===== src/hdl/ecbr_pkg.sv =====
// shared constants, types and codes for the event counter bank
// no dependencies; used by ecbr_close and the top level
package ecbr_pkg;

  localparam int unsigned NumCounters  = 16;
  localparam int unsigned CntW         = (NumCounters > 1) ? $clog2(NumCounters) : 1;
  localparam int unsigned NumIntervals = 4;
  localparam int unsigned ValW         = 64;
  localparam int unsigned IdxW         = 4;
  localparam int unsigned IncW         = 32;
  localparam int unsigned SelW         = 2;
  localparam int unsigned ModeW        = 2;

  localparam int unsigned SecsPerMin   = 60;
  localparam int unsigned MinsPerHour  = 60;
  localparam int unsigned HoursPerDay  = 24;

  // one row holds the second, minute, hour and day entries of a counter
  typedef logic [NumIntervals-1:0][ValW-1:0] quad_t;

  typedef struct packed {
    logic minute;
    logic hour;
    logic whole_day;
  } close_t;

  typedef enum logic [ModeW-1:0] {
    ModeAdd,
    ModeDiff,
    ModeTick,
    ModeRate
  } mode_e;

endpackage


===== src/hdl/ecbr_close.sv =====
// interval close stage: rates and restart totals for one counter row
// depends on ecbr_pkg; one register stage, results valid the cycle after en_i
module ecbr_close (
  input  logic           clk_i,
  input  logic           en_i,
  input  ecbr_pkg::close_t close_i,
  input  logic [ecbr_pkg::ValW-1:0] total_i,
  input  ecbr_pkg::quad_t  start_i,
  input  ecbr_pkg::quad_t  rate_i,
  output ecbr_pkg::quad_t  start_o,
  output ecbr_pkg::quad_t  rate_o
);

  logic [ecbr_pkg::NumIntervals-1:0] closed_q;
  ecbr_pkg::quad_t                   diff_q;
  ecbr_pkg::quad_t                   start_q;
  ecbr_pkg::quad_t                   rate_q;
  logic [ecbr_pkg::ValW-1:0]         total_q;

  always_ff @(posedge clk_i) begin
    if (en_i) begin
      closed_q <= {close_i.whole_day, close_i.hour, close_i.minute, 1'b1};
      for (int j = 0; j < ecbr_pkg::NumIntervals; j++) begin
        diff_q[j] <= total_i - start_i[j];
      end
      start_q <= start_i;
      rate_q  <= rate_i;
      total_q <= total_i;
    end
  end

  // closed entries take their change; the first open one above collects it
  always_comb begin
    start_o = start_q;
    rate_o  = rate_q;
    for (int j = 0; j < ecbr_pkg::NumIntervals; j++) begin
      if (closed_q[j]) begin
        start_o[j] = total_q;
        rate_o[j]  = diff_q[j];
      end else if (j > 0 && closed_q[j-1]) begin
        rate_o[j] = rate_q[j] + diff_q[j-1];
      end
    end
  end

endmodule

===== config.mk =====
export PLATFORM = sky130hd
export DESIGN_NAME = ecbr_close
export DESIGN_NICKNAME = d
export VERILOG_FILES = /design/src/hdl/ecbr_pkg.sv /design/src/hdl/ecbr_close.sv
export SDC_FILE = /design/constraint.sdc
export NUM_CORES = 2
export LEC_CHECK = 0
export ABC_AREA = 1
export BUFFER_PORTS_ARGS = -buffer_cell sky130_fd_sc_hd__buf_2
export CORE_AREA = 5 5 419 421
export CTS_CLUSTER_DIAMETER = 100
export DETAILED_ROUTE_END_ITERATION = 10
export DIE_AREA = 0 0 424 426
export RECOVER_POWER = 100
export SYNTH_ARGS = -nofsm -noshare
export SYNTH_HDL_FRONTEND = slang
export SYNTH_SLANG_ARGS = --single-unit
export TNS_END_PERCENT = 10

===== constraint.sdc =====
create_clock -name clk_i -period 5.2 [get_ports clk_i]
set_input_delay 0.78 -clock clk_i [delete_from_list [all_inputs] [get_ports clk_i]]
set_output_delay 0.78 -clock clk_i [all_outputs]
set_load 0.005 [all_outputs]

-- Word level (Yosys, flattened, before mapping)
Index checks and enable logic that the tools add are counted.
- multiplexer cells: 8
- add/sub/neg operators: 7
- operators with widths (kind ; number):
    $mux W64 ; 8
    $sub A64 B64 Y64 ; 4
    $add A64 B64 Y64 ; 3
- logic and storage cells: 27
- input port bits: 581
- output and inout port bits: 512
- register bits: 707

-- Longest topological paths before layout
- word-level depth: 3
- mapped depth: 16
- gate-level depth less buffers: 16

-- Worst setup path before layout
Ideal clock, no wire load.
- path kind: reg2out
- start point: register diff_q[128] in the netlist's numbering
- end point: output rate_o[252] in the netlist's numbering
- cell stages (with the launch flop): 17
- arrival: 1946 ps
- required time: 4420 ps
- slack: 2474 ps
- buffers on the path: 0
- cell sequence: edfxtp_1 -> ha_1 -> fa_1 -> nand3_1 -> nand3_2 -> nand2_1 -> nand2_2 -> nand2_1 -> nand2_1 -> nand2_1 -> nand2_2 -> nand2_1 -> nand2_1 -> nand2_1 -> nand3_1 -> nand2_1 -> nand2_1
- RTL lines (what ; line ; RTL):
    from (decl) ; ecbr_close.sv:15 ; ecbr_pkg::quad_t diff_q;
    from (signal, indexed assignment) ; ecbr_close.sv:24 ; diff_q[j] <= total_i - start_i[j];
    to (decl) ; ecbr_close.sv:11 ; output ecbr_pkg::quad_t rate_o

==> impl_metrics.ini <==
[outcome]
outcome = finished with violations
violations = capacitance limit, slew limit

[critical_path]
crit_chain = clkinvlp_2 -> o211ai_1 -> nand2_1 -> clkbuf_1
crit_required_ps = 4420
cp_max_fo = 36
start_kind = flip-flop
critPathTopFamily = buffers and inverters
slowest_stage = clkinvlp_2
arrival_ps = 4330
max_stage_delay_ps = 1570
crit_buf_inv = 2
end_kind = primary output
startpoint = closed_q[3]
critPathKind = reg2out

[timing]
tns_ps = 0
period_needed_ps = 5110
fin_ws_ps = 88.4
slew_viol_final = 601
slew_headroom = -0.866
rsz0062_at_grt = no
post-route-period-util = 0.983
finalSetupViolCount = 0
max_freq_ghz = 0.196
finalHoldViolCount = 0
worst_pin_slew_ps = 2800

[floorplanning]
start_util = 0.376
rows = 152
die_h_um = 426
dieArea_sq_um = 181000
fp.dieW_um = 424
ios = 1093
coreArea_sq_um = 171000

[synth]
syn_area_sq_um = 64300
synth_cell_types = 46
synth_xor_area_frac = 0.0332
synth-edff-count = 707
ys_ff_latch = 707
synth_top_area_share = 0.330
synth.area.mux_share = 0
synth_most_common_cell = nand2_1
syn_avg_cell_area_sq_um = 6.59
synth_fa_ha_area_frac = 0.0880
synthTopCellsByArea = edfxtp_1, nand2_1, inv_1
synthFlopType = edfxtp_1
synth_fp_nets = 10800
synth_common_cells = nand2_1, inv_1, nor2_1
ys_seq_area_frac = 0.330
synth_top_family_by_area = simple AND/OR/NAND/NOR gates
synth_compound_area_frac = 0.0992
synth_top_area_cell = edfxtp_1
ys_warn_count = 0
syn_inst = 9747
synthArstFlopShare = 0
yosys.area_share.simple = 0.333

[route]
viasPerCell = 5.44
drc_errors = 0
firstDrtPassIters = 7
num_vias = 71200
wl_mm = 384
drt_iter0_markers = 8924
wl_per_cell_um = 29.4
antenna_left = 0

[clocking]
cts_root_buffer = clkbuf_16
clock-sinks = 707
clkTransAtPathRegs_ps = 70
max-clock-path-buffers = 3
holdBufCountCts = 0
cts.repair.resized = 0
cts_setup_buffers = 0
h-tree-depth = 3
cts_buffers = 91
cts_tree = done

[grt]
track_usage = 0.407
grt_max_degree = 121
grt_pass1_wl_mm = 511
grt_pass1_vias = 64900
overflow = 0
antenna_found_initial = 52

[placement]
place_ws_ps = 1110
placed_cell_area_sq_um = 71700
place_hpwl_mm = 333
io_buffer_count = 1028
gp_congestion = 1.07

[run]
maxCapViolCount = 10

[power_and_ir_drop]
p_per_area_nw_per_um2 = 342
power_leakage_nw = 36.9
peakVddDrop_mv = 0.252
p_total_mw = 25.2

[hold_path]
holdPathStages = 1
hp-start = rate_i[252]
worstHoldPathType = in2reg
hold_path_end = rate_q[252]

[finish]
final_area_sq_um = 73600
synthToLayoutAreaGrowth_pct = 14.5
drive_gt1_frac = 0.0639
fin_nets = 11800
==> area by class of cell <==
type                            instances  area (sq um)
Antenna cell                           35          87.6
Fill cell                           18800         97400
Sequential cell                       707         21200
Clock buffer                          101          2340
Tap cell                             2233          2790
Clock inverter                         61           693
Timing Repair Buffer                 1070          4610
Multi-Input combinational cell       7121         35300
Inverter                             1743          6550
==> layer usage <==
metal / up-vias / routed length [um] / GRT usage / share of wire
met3: 756 / 36700 / 0.0820 / 0.096
met4: 24 / 29200 / 0.250 / 0.076
li1: 32800 / - / - / -
met1: 33600 / 158000 / 0.545 / 0.41
met5: - / 153 / 0 / 0.00040
met2: 4047 / 160000 / 0.602 / 0.42
==> kinds of logic after synthesis <==
group	count (synthesis)
AOI/OAI and AO/OA	1143
buffers and inverters	1919
xor gates and xnor gates	244
adders and majority gates	448
and+or+nand+nor	5286
DFF	707
==> report_power, final <==
| part | internal (mW) | switching, mW | leakage, nW |
|---|---|---|---|
| combinational | 2.91 | 7.68 | 28.6 |
| clock | 3.81 | 2.84 | 1.44 |
| sequential | 7.09 | 0.863 | 6.92 |
| total | 13.8 | 11.4 | 36.9 |
==> registers in the layout, summed over array words and instances, names as in the netlist <==
name and cells:
closed_q 3, diff_q 256, rate_q 192, start_q 192, total_q 64
==> metrics by stage <==
stage               utilization  hold slack [ps]  cells
floorplan                     -              879   9747
global placement          0.420              958  12900
detailed placement        0.420              958  12900
CTS                       0.437              160  13000
global route              0.430              167  13000
finish                    0.431              199  13100
==> layout by cell type, fill, tap and decap left out, types with 14 or more instances in the layout <==
| cell type | count |
|---|---|
| nand3_1 | 432 |
| xor2_1 | 178 |
| nand2_2 | 24 |
| o211ai_1 | 14 |
| o21ai_0 | 377 |
| inv_1 | 1719 |
| buf_2 | 387 |
| a21oi_1 | 541 |
| a21o_1 | 34 |
| nand2_1 | 3513 |
| clkbuf_1 | 669 |
| clkinv_1 | 17 |
| xnor2_1 | 66 |
| clkbuf_16 | 92 |
| nor2_1 | 1009 |
| nand3b_1 | 24 |
| ha_1 | 441 |
| nand4_1 | 69 |
| a21boi_0 | 18 |
| edfxtp_1 | 707 |
| o21bai_1 | 79 |
| o21ai_1 | 23 |
| nor2_2 | 48 |
| inv_2 | 20 |
| o21a_1 | 31 |
| nor3_1 | 108 |
| diode_2 | 35 |
==> worst max path at each step <==
| stage | endpoint | slack (ps) | cells past startpoint |
|---|---|---|---|
| after floorplan | rate_o[252] | 2470 | 16 |
| after global placement | rate_o[230] | 1090 | 15 |
| after detailed placement | rate_o[230] | 1110 | 15 |
| after CTS | rate_o[230] | 290 | 15 |
| after global routing | rate_o[230] | 90 | 15 |
| final | rate_o[215] | 90 | 4 |
(Power assumes the default switching activity.)
